**src/hdl/totpc_pkg.sv**
```systemverilog
// Shared types, field widths and ternary code points for the one-time pad codec.
`timescale 1ns / 1ps
`default_nettype none

package totpc_pkg;

   // Field widths of one transfer.
   localparam int MSG_W   = 16;
   localparam int PAD_W   = 16;
   localparam int CODE_W  = 2;
   localparam int CODES_W = 32;

   // Lane count of the default build.
   localparam int LANES_DEFAULT = 16;

   // Configuration port.
   localparam int CSR_ADDR_W = 3;
   localparam int CSR_DATA_W = 32;
   localparam logic REG_DIRECTION = 1'b0;

   // Values of the direction register.
   localparam logic DIR_ENCODE = 1'b0;
   localparam logic DIR_DECODE = 1'b1;

   // Two-bit ternary code points.
   localparam logic [CODE_W-1:0] CODE_ZERO  = 2'd0;
   localparam logic [CODE_W-1:0] CODE_PLUS  = 2'd1;
   localparam logic [CODE_W-1:0] CODE_TWO   = 2'd2;
   localparam logic [CODE_W-1:0] CODE_MINUS = 2'd3;

   typedef struct packed {
      logic [MSG_W-1:0]   message_word;
      logic [PAD_W-1:0]   pad_low;
      logic [PAD_W-1:0]   pad_high;
      logic [CODES_W-1:0] coeff_codes;
      logic               last_word;
   } req_payload_type;

   typedef struct packed {
      logic [CODES_W-1:0] coeff_codes_out;
      logic [MSG_W-1:0]   message_out;
      logic               pad_error;
      logic               last_out;
   } rsp_payload_type;

   // What one lane hands to the merging stage.
   typedef struct packed {
      logic [CODE_W-1:0] code_out;
      logic              msg_bit;
      logic              err;
   } lane_out_type;

endpackage

`default_nettype wire

```
**src/hdl/totpc_lane.sv**
```systemverilog
// One coefficient lane: ternary encode or decode-and-check of a single position.
`timescale 1ns / 1ps
`default_nettype none

module totpc_lane (
   input  wire logic                           direction,
   input  wire logic                           msg_bit,
   input  wire logic                           u_bit,
   input  wire logic                           v_bit,
   input  wire logic [totpc_pkg::CODE_W-1:0]   code_in,
   output totpc_pkg::lane_out_type             lane_out
);
   import totpc_pkg::*;

   logic              a_bit;
   logic [CODE_W-1:0] enc_code;
   logic              dec_err;

   assign a_bit = u_bit ^ msg_bit;

   always_comb begin
      if (a_bit && !v_bit) begin
         enc_code = CODE_PLUS;
      end else if (!a_bit && v_bit) begin
         enc_code = CODE_MINUS;
      end else begin
         enc_code = CODE_ZERO;
      end
   end

   // t = v + coefficient must land in {0, 1}.
   always_comb begin
      case (code_in)
         CODE_ZERO:  dec_err = 1'b0;
         CODE_PLUS:  dec_err = v_bit;
         CODE_TWO:   dec_err = 1'b1;
         CODE_MINUS: dec_err = !v_bit;
         default:    dec_err = 1'b0;
      endcase
   end

   always_comb begin
      if (direction == DIR_DECODE) begin
         lane_out.code_out = CODE_ZERO;
         // Low bit of t is v xor the low code bit for every code point.
         lane_out.msg_bit  = v_bit ^ code_in[0] ^ u_bit;
         lane_out.err      = dec_err;
      end else begin
         lane_out.code_out = enc_code;
         lane_out.msg_bit  = 1'b0;
         lane_out.err      = 1'b0;
      end
   end

endmodule

`default_nettype wire

```
**src/hdl/totpc_merge.sv**
```systemverilog
// Merging stage: combines lane results, keeps the sticky error flag, buffers the output.
`timescale 1ns / 1ps
`default_nettype none

module totpc_merge #(
   parameter int NUM_LANES = totpc_pkg::LANES_DEFAULT
) (
   input  wire logic                          clock,
   input  wire logic                          reset,
   input  wire logic                          direction,
   input  wire logic                          req_valid,
   output logic                               req_stall,
   input  wire logic                          req_last,
   input  wire logic [NUM_LANES-1:0]          err_vec,
   input  wire logic [NUM_LANES-1:0]          msg_vec,
   input  wire logic [2*NUM_LANES-1:0]        code_vec,
   output logic                               rsp_valid,
   input  wire logic                          rsp_stall,
   output totpc_pkg::rsp_payload_type         rsp_payload
);
   import totpc_pkg::*;

   logic            take_in;
   logic            out_free;
   logic            err_now;
   rsp_payload_type result;

   logic            error_seen_ff, error_seen_in;
   logic            rsp_valid_ff, rsp_valid_in;
   rsp_payload_type rsp_data_ff, rsp_data_in;
   logic            skid_valid_ff, skid_valid_in;
   rsp_payload_type skid_data_ff, skid_data_in;

   assign req_stall = skid_valid_ff;
   assign take_in   = req_valid && !skid_valid_ff;
   assign out_free  = !rsp_valid_ff || !rsp_stall;
   assign err_now   = error_seen_ff || (|err_vec);

   always_comb begin
      result.coeff_codes_out = CODES_W'(code_vec);
      result.message_out     = MSG_W'(msg_vec);
      result.pad_error       = (direction == DIR_DECODE) ? err_now : 1'b0;
      result.last_out        = req_last;
   end

   always_comb begin
      error_seen_in = error_seen_ff;
      if (take_in && direction == DIR_DECODE) begin
         error_seen_in = req_last ? 1'b0 : err_now;
      end
   end

   always_comb begin
      rsp_valid_in  = rsp_valid_ff;
      rsp_data_in   = rsp_data_ff;
      skid_valid_in = skid_valid_ff;
      skid_data_in  = skid_data_ff;
      if (out_free) begin
         if (skid_valid_ff) begin
            rsp_valid_in  = 1'b1;
            rsp_data_in   = skid_data_ff;
            skid_valid_in = 1'b0;
         end else begin
            rsp_valid_in = take_in;
            rsp_data_in  = result;
         end
      end else if (take_in) begin
         skid_valid_in = 1'b1;
         skid_data_in  = result;
      end
   end

   always_ff @(posedge clock) begin
      if (reset) begin
         error_seen_ff <= 1'b0;
         rsp_valid_ff  <= 1'b0;
         skid_valid_ff <= 1'b0;
      end else begin
         error_seen_ff <= error_seen_in;
         rsp_valid_ff  <= rsp_valid_in;
         skid_valid_ff <= skid_valid_in;
      end
   end

   always_ff @(posedge clock) begin
      rsp_data_ff  <= rsp_data_in;
      skid_data_ff <= skid_data_in;
   end

   assign rsp_valid   = rsp_valid_ff;
   assign rsp_payload = rsp_data_ff;

endmodule

`default_nettype wire

```
**src/hdl/ternary_one_time_pad_codec_core.sv**
```systemverilog
// Top level of the ternary one-time pad codec: config register, lanes and merging stage.
// An accepted transfer's result is registered in the output register or the skid stage.
// Throughput: one item per cycle while the skid stage is empty; all lanes work on an item
// at once, and the output register plus a one-entry skid stage let a new transfer in while
// a result is stalled. Reset (synchronous, active high) clears the direction register to
// encode, the sticky error flag and both output valid flags.
`timescale 1ns / 1ps
`default_nettype none

module ternary_one_time_pad_codec_core #(
   parameter int LANES = totpc_pkg::LANES_DEFAULT
) (
   input  wire logic                               clock,
   input  wire logic                               reset,
   // Input channel.
   input  wire logic                               req_valid,
   output logic                                    req_stall,
   input  wire totpc_pkg::req_payload_type         req_payload,
   // Result channel.
   output logic                                    rsp_valid,
   input  wire logic                               rsp_stall,
   output totpc_pkg::rsp_payload_type              rsp_payload,
   // Configuration port.
   input  wire logic                               psel,
   input  wire logic                               penable,
   input  wire logic                               pwrite,
   input  wire logic [totpc_pkg::CSR_ADDR_W-1:0]   paddr,
   input  wire logic [totpc_pkg::CSR_DATA_W-1:0]   pwdata,
   output logic [totpc_pkg::CSR_DATA_W-1:0]        prdata,
   output logic                                    pready
);
   import totpc_pkg::*;

   // Only the lanes that fall on a field bit are built. Lanes past the sixteenth would
   // see zero pad, message and code bits and so could never raise an error or set a bit.
   localparam int ACT_LANES = (LANES < MSG_W) ? LANES : MSG_W;

   logic                     direction_ff, direction_in;
   logic                     reg_write;
   logic                     reg_index;
   logic [ACT_LANES-1:0]     err_vec;
   logic [ACT_LANES-1:0]     msg_vec;
   logic [2*ACT_LANES-1:0]   code_vec;

   // The configuration port has no wait states. Register i sits at byte address 4*i,
   // so the word index is the address above the byte offset.
   assign pready    = 1'b1;
   assign reg_index = paddr[2];
   assign reg_write = psel && penable && pwrite;

   always_comb begin
      direction_in = direction_ff;
      if (reg_write && reg_index == REG_DIRECTION) begin
         direction_in = pwdata[0];
      end
   end

   always_comb begin
      unique case (reg_index)
         REG_DIRECTION: prdata = CSR_DATA_W'(direction_ff);
         default:       prdata = '0;
      endcase
   end

   always_ff @(posedge clock) begin
      if (reset) begin
         direction_ff <= DIR_ENCODE;
      end else begin
         direction_ff <= direction_in;
      end
   end

   // One lane per coefficient position. Each lane sees bit k of the three words and
   // code k of the coefficient field, and reports its code, message bit and error.
   for (genvar k = 0; k < ACT_LANES; k++) begin : g_lane
      lane_out_type lane_res;

      totpc_lane u_lane (
         .direction (direction_ff),
         .msg_bit   (req_payload.message_word[k]),
         .u_bit     (req_payload.pad_low[k]),
         .v_bit     (req_payload.pad_high[k]),
         .code_in   (req_payload.coeff_codes[2*k +: CODE_W]),
         .lane_out  (lane_res)
      );

      assign err_vec[k]                 = lane_res.err;
      assign msg_vec[k]                 = lane_res.msg_bit;
      assign code_vec[2*k +: CODE_W]    = lane_res.code_out;
   end

   // The merging stage ORs the lane errors into the sticky flag, which is cleared once a
   // decode transfer marked last has taken it, and registers the packed result.
   totpc_merge #(
      .NUM_LANES (ACT_LANES)
   ) u_merge (
      .clock       (clock),
      .reset       (reset),
      .direction   (direction_ff),
      .req_valid   (req_valid),
      .req_stall   (req_stall),
      .req_last    (req_payload.last_word),
      .err_vec     (err_vec),
      .msg_vec     (msg_vec),
      .code_vec    (code_vec),
      .rsp_valid   (rsp_valid),
      .rsp_stall   (rsp_stall),
      .rsp_payload (rsp_payload)
   );

endmodule

`default_nettype wire

```
**config.mk**
```make
export PLATFORM = sky130hd
export DESIGN_NAME = ternary_one_time_pad_codec_core
export DESIGN_NICKNAME = d
export VERILOG_FILES = /design/src/hdl/totpc_pkg.sv /design/src/hdl/totpc_lane.sv /design/src/hdl/totpc_merge.sv /design/src/hdl/ternary_one_time_pad_codec_core.sv
export SDC_FILE = /design/constraint.sdc
export NUM_CORES = 1
export LEC_CHECK = 0
export BUFFER_PORTS_ARGS = -buffer_cell sky130_fd_sc_hd__buf_2
export CORE_UTILIZATION = 30
export CTS_CLUSTER_SIZE = 10
export DETAILED_ROUTE_END_ITERATION = 10
export PLACE_DENSITY = 0.54
export RECOVER_POWER = 100
export SLEW_MARGIN = 25
export SYNTH_ARGS = -nofsm -noshare
export SYNTH_HDL_FRONTEND = slang
export SYNTH_HIERARCHICAL = 1
export SYNTH_SLANG_ARGS = --single-unit
```
**constraint.sdc**
```tcl
create_clock -name clock -period 18.7 [get_ports clock]
set_input_delay 2.805 -clock clock [delete_from_list [all_inputs] [get_ports clock]]
set_output_delay 2.805 -clock clock [all_outputs]
set_load 0.02 [all_outputs]
```
**Word-level counts from Yosys, hierarchy flattened**

Cells that the tools add are included.

- Flip-flop bits (word level): 104
- Memories kept: 0
- Bits in read-only memories: 0
- Input port bits: 123
- Word-level logic and storage cells: 272
- Output and inout bits: 85
- Memory bits (writable): 0
- Bits in latches: 0

- Shift-type cells: 0
- $add $sub $neg: 0
- Reduce and logical (&&, ||, !) cells: 93
- Bitwise logic cells: 50
- Equality and inequality tests: 48
- Magnitude comparators: 0
- Div/mod/pow operators: 0
- Multiply operators: 0
- Muxes and demuxes: 69

Operators with widths:

| kind | number |
|---|---|
| $eq A2 B2 Y1 const B | 32 |
| $mux W2 | 32 |
| $mux W4 | 16 |
| $pmux W1 S4 | 16 |
| $mux W50 | 1 |
| $xor A1 B1 Y1 | 48 |
| $logic_and A1 B1 Y1 | 37 |
| $logic_not A1 Y1 | 35 |
| $eq A2 B1 Y1 const B | 16 |
| $logic_not A2 Y1 | 16 |
| $reduce_or A16 Y1 | 1 |
| $mux W1 | 4 |
| $logic_or A1 B1 Y1 | 2 |
| $not A1 Y1 | 2 |
| $reduce_and A2 Y1 | 1 |
| $reduce_or A2 Y1 | 1 |

**Logic depth before layout (Yosys ltp)**

Gate-level depths: netlist of run 1.

- Depth after elaboration: 10
- Gate-level depth with buffers: 6
- Mapped depth without buffers: 6

**Cells and area by module**

Netlist of run 1, hierarchy kept.

Modules (own cells, without submodules):

| module | area an instance (sq um) | cells each | seq. area each (sq um) | instances |
|---|---|---|---|---|
| totpc_merge | 3753.6 | 176 | 3062.9 | 1 |
| totpc_lane | 87.6 | 9 | 0.0 | 16 |
| ternary_one_time_pad_codec_core | 309.0 | 40 | 20.0 | 1 |

**Least setup slack after synthesis of run 1**

No wires, ideal clock.

- Kind: input -> register
- Start: input rsp_stall
- End: register u_merge/skid_data_ff[0] in the netlist's numbering (enable)
- Setup time: 0.530 ns
- Data arrival time: 7.723 ns
- Data required time: 18.170 ns
- Cell stages on the path: 2
- Path slack: 10.448 ns
- Buffers on the path: 0
- Cells stage by stage: nand2_1 > nor3b_1

- Cells in the longest elaborated chain, start to end: 4

RTL lines:

| item | RTL line | text |
|---|---|---|
| start: declaration | ternary_one_time_pad_codec_core.sv:21 | `input wire logic rsp_stall,` |
| $logic_not A1 Y1 | totpc_merge.sv:36 | `assign out_free = !rsp_valid_ff \|\| !rsp_stall;` |
| $logic_or A1 B1 Y1 | totpc_merge.sv:36 |  |
| $not A1 Y1 (no line) | -- |  |
| $reduce_and A2 Y1 (no line) | -- |  |
| end signal: assignment | totpc_merge.sv:87 | `skid_data_ff <= skid_data_in;` |
| end: declaration | totpc_merge.sv:32 | `rsp_payload_type skid_data_ff, skid_data_in;` |

No other way between the ends.
A chain may end at the register's enable or synchronous reset.

**Worst setup path after layout of run 1**

- Start: register u_merge.skid_valid_ff, in the netlist u_merge/req_stall
- End: output req_stall

RTL lines:

| item | RTL line | text |
|---|---|---|
| start: declaration | totpc_merge.sv:31 | `logic skid_valid_ff, skid_valid_in;` |
| start signal: assignment | totpc_merge.sv:81 | `skid_valid_ff <= skid_valid_in;` |
| end: declaration | ternary_one_time_pad_codec_core.sv:17 | `output logic req_stall,` |

No word-level cell between the ends.

==> flow_summary.yaml, run 1 <==
clocking:
  insertion_delay_ns: 0.35
  clkTransAtPathRegs_ns: 0.07
  cts_tree: "yes"
  clockRootBuffer: "clkbuf_16"
  clock_path_buffers: 2
  cts_sinks: 104
  post_cts_buffers: 0
  hold_buffers: 0
  cts_buffers: 9
  cts_resized: 0
  htree_levels: 3
power:
  ir_drop_uv: 39.1
  powerDensity_nw_per_um2: 86.4
  leakage_nw: 2.60
floorplanning:
  die-area_um2: 18800
  die_y_um: 137
  die_x_um: 137
  rows: 48
  core_um2: 17500
  start_util_pct: 31.2
  ios: 208
route:
  drtIter0Drc: 126
  drt_pre_antenna_iters: 4
  remaining_drc_errors: 0
  wl_um: 11200
  drtAntennaViolNets: 0
  vias_per_cell: 4.43
  vias: 3282
  drt-wirelength-per-cell_um: 15.1
worst_setup_path:
  crit_end: "req_stall"
  crit_fanout: 54
  r2r-end: "u_merge/skid_data_ff[16]"
  r2r_cells: 3
  path_class: "flop to output port"
  timing.rr.start: "u_merge/req_stall"
  startpoint: "u_merge/req_stall"
  setup.worst_path.end_class: "output port"
  worstPathArrival_ns: 3.49
  path_cells: "clkbuf_1 -> buf_2"
  cpPeakStageDelay_ns: 2.34
  critical_path_required_ns: 15.89
  critPathSlowestCell: "clkbuf_1"
  ff2ff_setup_slack_ns: 14.58
  startpoint_type: "flop"
logic_synthesis:
  synth_cell_types: 32
  ys_seq_area_share_pct: 56.4
  yosys-top-cells-area: "edfxtp_1, mux2_2, xnor3_1, buf_4, ha_1"
  yosysWarnings: 6
  syn_area_per_cell_um2: 15.2
  netlist_area_um2: 5460
  synthesis.instances: 360
  synth_area_leader_cell: "edfxtp_1"
  synth.most_common_cell: "edfxtp_1"
  synthFlopType: "edfxtp_1"
  synth_edf_count: 100
  synth_seq_cells: 104
  yosys-top-cells-count: "edfxtp_1, mux2_2, buf_4"
  ys_async_sr_fraction_pct: 0
  synth_top_area_share_pct: 55.0
placed_design:
  place.gp.congestion: 0.744
  port_buffers: 142
  pre_cts_ws_ns: 12.60
  dpl.hpwl_um: 7760
hold_path:
  hold_path.class: "flop to flop"
  hold_depth: 2
grt:
  grt_start_max_net_pins: 55
  track_usage_pct: 12.2
  grt_pass1_wl_um: 17100
  antenna_found_initial: 0
  overflow: 0
  first_global_vias: 3302
layout:
  drive_gt1_share_pct: 27.9
  diodes: 0
  n_fill_cell: 1770
  nNetsFinal: 650
  regArea_um2: 3090
  syn_to_final_growth_pct: 19.0
  multi_input_area_um2: 2190
sta:
  hold_viol: 0
  skew_ns: 0.0116
  max_freq_ghz: 0.159
  worst_pin_slew_ns: 3.33
  period_share_pct: 33.7
  finalSetupViolCount: 0
  rsz0062_at_grt: "no"
  slew_headroom_pct: -122
  setup_ws_ns: 12.40
  slew_viol_final: 160
  min_period_ns: 6.30
  tns_ns: 0
run_status:
  violations: "capacitance limit, slew limit"
  run_status: "finished with violations"
flow_run:
  maxCapViolCount: 4
==> metal layers <==
layer	vias up	track usage [%]	part of all wire, %
met5	-	0	0
met4	0	5.31	1.7
met1	1582	15.2	46
met2	106	20.3	48
met3	11	2.59	5.1
li1	1583	-	-
==> sequential cells by signal (all words and copies together), names as in the netlist <==
register and flops:
direction_ff 1, u_merge/error_seen_ff 1, u_merge/req_stall 1, u_merge/rsp_payload 50, u_merge/rsp_valid 1, u_merge/skid_data_ff 50
==> final cells by class <==
cell class | count | share of cell area (%)
multi-input combinational | 247 | 33.7
clock buffer | 11 | 3.89
sequential | 104 | 47.5
timing repair buffer | 148 | 9.74
inverter | 1 | 0.0577
clock inverter | 5 | 0.847
tap | 225 | 4.33
==> cell usage in the layout (no fill, tap or decap), types with 2 or more instances in the layout <==
cell	Yosys	final
a21boi_0	16	16
a21oi_1	2	2
and3b_2	16	16
buf_2	5	56
buf_4	32	2
clkbuf_1	1	90
clkbuf_16	0	9
clkbuf_8	0	2
conb_1	2	32
dfxtp_1	4	2
dfxtp_2	0	2
edfxtp_1	100	100
ha_1	16	16
mux2_2	49	49
mux2i_1	2	2
nor2_1	17	17
nor2b_1	17	30
nor2b_2	16	3
nor3_1	3	3
nor4_1	2	2
o21a_1	16	16
xnor2_1	16	16
xnor3_1	16	16
==> metrics by stage <==
step	hold slack [ns]	cells	utilization, %	power, mW	cell area (um2)
final	0.523	741	37.1	0.561	6500
after global routing	0.533	741	37.1	0.589	6500
after CTS	0.520	741	38.0	0.577	6660
after detailed placement	0.509	725	36.2	0.380	6350
after global placement	0.496	725	36.2	0.378	6350
after floorplan	0.454	390	-	0.351	5580
==> worst max-delay path: cells and delay by family (launching register included) <==
kind	cells	cell delay, ns
buffers and inverters	2	2.83
DFF	1	0.31
==> kinds of logic (layout without fill, tap and decap cells) <==
group / after synthesis / count (layout) / share of synthesized area [%]
xor+xnor: 32 / 32 / 9.16
mux: 51 / 51 / 10.5
flops: 104 / 104 / 56.4
simple gates: 81 / 81 / 10.4
buf+inv: 39 / 165 / 4.99
other cells: 2 / 32 / 0.137
fa+ha+maj: 16 / 16 / 3.66
compound gates: 35 / 35 / 4.74
==> how the worst min path moves through the flow <==
| stage | start | to |
|---|---|---|
| after floorplan | u_merge/error_seen_ff | u_merge/error_seen_ff |
| after global placement | u_merge/error_seen_ff | u_merge/error_seen_ff |
| after detailed placement | u_merge/error_seen_ff | u_merge/error_seen_ff |
| after CTS | u_merge/error_seen_ff | u_merge/error_seen_ff |
| after global routing | u_merge/error_seen_ff | u_merge/error_seen_ff |
| final | u_merge/error_seen_ff | u_merge/error_seen_ff |
==> where the power goes <==
group	switching, mW	internal, mW
clock	0.0817	0.111
combinational	0.0526	0.0363
sequential	0.00447	0.275
total	0.139	0.422
Note: power is estimated with default switching activity, not from simulation.
==> run 2: changes to the inputs <==
- PLACE_DENSITY: 0.54 -> 0.56
- clock period: 18.7 -> 5.5 ns (I/O delays scaled with it)
==> run 2 against run 1 <==
Against the previous run:
- the flow still finishes with violations (capacitance limit, slew limit)
- routed wire length down 0.71%
- die area unchanged
- clock-buffer cell count down 1
- via count down 0.37%
- hold slack worse by 0.023 ns
- utilization about the same
- sequential power rose to 3.4 times the previous value
- first-iteration DRC count up 1.6%
- worst setup slack worse by 10 ns
- critical endpoint is now u_merge/rsp_payload[2]
==> flow_summary.yaml, run 2 (synthesis results as in run 1) <==
sta:
  max_freq_ghz: 0.307
  finalSetupViolCount: 0
  slew_viol_final: 67
  skew_ns: 0.00566
  rsz0062_at_grt: "no"
  min_period_ns: 3.26
  tns_ns: 0
  period_share_pct: 59.2
  hold_viol: 0
  worst_pin_slew_ns: 2.17
  slew_headroom_pct: -44.6
clocking:
  insertion_delay_ns: 0.34
  cts_resized: 0
  post_cts_buffers: 0
  clkTransAtPathRegs_ns: 0.07
  cts_sinks: 104
  cts_tree: "yes"
  clockRootBuffer: "clkbuf_16"
  htree_levels: 3
  cts_buffers: 9
  hold_buffers: 0
  clock_path_buffers: 2
route:
  vias: 3270
  vias_per_cell: 4.41
  remaining_drc_errors: 0
  wl_um: 11100
  drt-wirelength-per-cell_um: 15.0
  drtAntennaViolNets: 0
  drt_pre_antenna_iters: 4
  drtIter0Drc: 128
floorplanning:
  die-area_um2: 18800
  start_util_pct: 31.2
  core_um2: 17500
  die_x_um: 137
  die_y_um: 137
  ios: 208
  rows: 48
power:
  ir_drop_uv: 129
  powerDensity_nw_per_um2: 289
  leakage_nw: 2.65
layout:
  final_cell_mix: "edfxtp_1, buf_2, clkbuf_1"
  syn_to_final_growth_pct: 19.1
  nNetsFinal: 650
  final_area_um2: 6500
  drive_gt1_share_pct: 31.8
  final_cells: 741
  diodes: 0
  utilization_pct: 37.1
  final_common_cell: "edfxtp_1"
flow_run:
  maxCapViolCount: 2
worst_setup_path:
  path_class: "flop to flop"
  critical_path_required_ns: 5.59
  timing.rr.start: "u_merge/req_stall"
  ff2ff_setup_slack_ns: 2.24
  crit_fanout: 36
  startpoint_type: "flop"
  r2r-end: "u_merge/rsp_payload[2]"
  setup.worst_path.end_class: "flop"
  r2r_cells: 2
  worstPathArrival_ns: 3.35
grt:
  overflow: 0
  track_usage_pct: 12.2
  first_global_vias: 3221
  grt_start_max_net_pins: 54
  antenna_found_initial: 1
  grt_pass1_wl_um: 16800
placed_design:
  dpl.hpwl_um: 7730
  placed_cell_area_um2: 6360
  placed_cells: 725
  port_buffers: 142
  place.gp.congestion: 0.689
hold_path:
  hold_depth: 2
  hold_path.class: "flop to flop"
  whs_endpoint: "u_merge/error_seen_ff"
  hold_start: "u_merge/error_seen_ff"
run_status:
  violations: "capacitance limit, slew limit"
  run_status: "finished with violations"
-- run 2: cell types whose count changed in the layout (fill, tap and decap cells not counted), moves of 2 or more --
cell / before / now
buf_2: 56 / 82
clkbuf_1: 90 / 66
clkbuf_8: 2 / 0
dfxtp_1: 2 / 4
dfxtp_2: 2 / 0
nor2b_1: 30 / 32
nor2b_2: 3 / 1
-- run 2: how the worst max path moves through the flow --
stage | from | endpoint | slack, ns | depth (start not counted)
after detailed placement | req_payload[37] | u_merge/rsp_payload[1] | 2.66 | 7
after global routing | u_merge/req_stall | u_merge/rsp_payload[30] | 1.97 | 2
after global placement | req_payload[37] | u_merge/rsp_payload[1] | 2.68 | 7
final | u_merge/req_stall | u_merge/rsp_payload[2] | 2.24 | 2
after CTS | req_payload[37] | u_merge/rsp_payload[1] | 3.02 | 7
after floorplan | rsp_stall | u_merge/skid_data_ff[0] | 1.54 | 2
-- run 2: cell type report --
class	count	area, um2
Fill cell	1764	11000
Multi-Input combinational cell	247	2190
Tap cell	225	282
Timing Repair Buffer	148	662
Inverter	1	3.75
Sequential cell	104	3080
Clock inverter	6	60.1
Clock buffer	10	229
-- run 2: where the power goes --
| group | switching, mW | internal (mW) |
|---|---|---|
| registers | 0.0182 | 0.935 |
| clock network | 0.275 | 0.351 |
| logic | 0.176 | 0.126 |
-- run 2: routing by layer --
metal  vias up  routed length, um  global-route usage (%)  share of wire, %
met5         -                  8                       0             0.072
met4         2                207                    5.31               1.9
met3        16                634                    2.93               5.7
met2       107               5340                    20.0                48
met1      1566               4920                    15.1                44
li1       1579                  -                       -                 -
-- run 2: worst max-delay path: stages (launching register included) --
cell and delay [ns]:
dfxtp_1 0.91, clkbuf_1 1.60, mux2_2 0.45
-- run 2: stage by stage --
stage	setup WS (ns)	power (mW)	hold slack, ns
finish	2.24	1.88	0.500
global placement	2.68	1.29	0.493
global route	1.97	1.98	0.537
CTS	3.02	1.93	0.511
floorplan	1.54	1.19	0.454
detailed placement	2.66	1.29	0.498
==> run 3: changes to the inputs <==
- PLACE_DENSITY: 0.56 -> 0.54
- clock period: 5.5 -> 3 ns (I/O delays scaled with it)
==> run 3 against run 2 <==
Against the previous run:
- the flow now finishes without violations
- worst setup slack lost 1.7 ns
- first-iteration DRC count shrank 16%
- sequential power grew 83%
- global-route usage shrank 0.50 points
- non-clock buffer count grew 1
- largest cell class unchanged
- critical path depth is the same
- clock skew grew 0.0011 ns
- die area is the same
- combinational power grew 83%
- utilization grew 0.11 points
- clock-buffer cell count is the same
- hold slack lost 0.15 ns
==> flow_summary.yaml, run 3 (synthesis results as in run 1) <==
run_status:
  run_status: "finished, final reports clean"
sta:
  skew_ns: 0.00676
  slew_headroom_pct: 2.53
  finalSetupViolCount: 0
  period_share_pct: 80.6
  tns_ns: 0
  worst_pin_slew_ns: 1.46
  max_freq_ghz: 0.414
  setup_ws_ns: 0.582
  slew_viol_final: 0
  min_period_ns: 2.42
  hold_viol: 0
  rsz0062_at_grt: "no"
layout:
  regArea_um2: 3080
  diodes: 0
  final_common_cell: "edfxtp_1"
  nNetsFinal: 651
  syn_to_final_growth_pct: 19.4
  n_fill_cell: 1723
  final_area_um2: 6530
  drive_gt1_share_pct: 34.2
  final_cell_mix: "edfxtp_1, buf_2, clkbuf_1"
  multi_input_area_um2: 2190
  utilization_pct: 37.2
clocking:
  cts_tree: "yes"
  htree_levels: 3
  clockRootBuffer: "clkbuf_16"
  cts_buffers: 9
  post_cts_buffers: 0
  clkTransAtPathRegs_ns: 0.07
  cts_sinks: 104
  hold_buffers: 0
  insertion_delay_ns: 0.35
  clock_path_buffers: 2
  cts_resized: 0
worst_setup_path:
  ff2ff_setup_slack_ns: 0.58
  crit_fanout: 20
  startpoint_type: "flop"
  setup.worst_path.end_class: "flop"
  r2r-end: "u_merge/rsp_payload[8]"
  critical_path_required_ns: 3.09
  r2r_cells: 2
  path_class: "flop to flop"
  worstPathArrival_ns: 2.51
  timing.rr.start: "u_merge/req_stall"
grt:
  grt_pass1_wl_um: 16300
  grt_start_max_net_pins: 53
  first_global_vias: 3201
  overflow: 0
  antenna_found_initial: 0
  track_usage_pct: 11.7
power:
  powerDensity_nw_per_um2: 529
  p_total_mw: 3.45
  leakage_nw: 2.68
  ir_drop_uv: 256
route:
  wl_um: 10800
  drt_pre_antenna_iters: 4
  drtAntennaViolNets: 0
  vias_per_cell: 4.43
  vias: 3284
  drt-wirelength-per-cell_um: 14.5
  drtIter0Drc: 108
  remaining_drc_errors: 0
placed_design:
  place.gp.congestion: 0.698
  placed_cell_area_um2: 6370
  pre_cts_ws_ns: 0.577
  port_buffers: 142
  dpl.hpwl_um: 7640
floorplanning:
  core_um2: 17500
  ios: 208
  die_x_um: 137
  die-area_um2: 18800
  rows: 48
  start_util_pct: 31.2
  die_y_um: 137
hold_path:
  hold_start: "reset"
  hold_depth: 2
  hold_path.class: "input pin to flop"
  whs_endpoint: "u_merge/rsp_valid"
flow_run:
  maxCapViolCount: 0
[run 3: cell count changes in the layout (fill, tap and decap cells not counted), moves of 2 or more]
cell / delta
clkbuf_1: -9
buf_2: +6
clkbuf_2: +3
clkinv_1: -2
clkinv_2: +2
clkinv_4: -2
clkinvlp_4: +2
[run 3: critical path, cell delays in order, from the launching register on]
cell and delay [ns]:
dfxtp_1 0.95, clkbuf_1 0.79, mux2_2 0.42
[run 3: how the worst max path moves through the flow]
stage                            from                       to  slack [ns]
floorplan           u_merge/rsp_valid  u_merge/skid_data_ff[0]        0.05
finish              u_merge/req_stall   u_merge/rsp_payload[8]        0.58
CTS                      direction_ff                prdata[0]        0.71
global placement      req_payload[37]   u_merge/rsp_payload[1]        0.56
global route        u_merge/req_stall   u_merge/rsp_payload[8]        0.41
detailed placement    req_payload[40]   u_merge/rsp_payload[1]        0.58
[run 3: report_power, final]
part / switching, mW / internal [mW] / leakage (nW) / total (mW)
Combinational: 0.322 / 0.231 / 1.52 / 0.553
Clock: 0.507 / 0.643 / 0.138 / 1.15
Sequential: 0.0331 / 1.72 / 1.02 / 1.75
[run 3: metrics by stage]
step                cells  hold slack, ns
CTS                   742           0.304
floorplan             390           0.454
detailed placement    726           0.482
global placement      726           0.478
global route          742           0.345
finish                742           0.350
[run 3: layer usage]
layer	vias to the layer above	wire [um]	global-route usage (%)	share of wire [%]
met5	-	0	0	0
met4	0	167	4.27	1.5
met3	14	697	3.70	6.5
met2	112	4920	18.7	46
met1	1575	5000	14.6	46
li1	1583	-	-	-
[run 3: final cells by class]
cell class,instances,share of cell area [%]
Clock buffer,10,3.51
Timing Repair Buffer,149,10.4
Tap cell,225,4.31
Sequential cell,104,47.3
Multi-Input combinational cell,247,33.5
Clock inverter,6,0.920
Inverter,1,0.0575
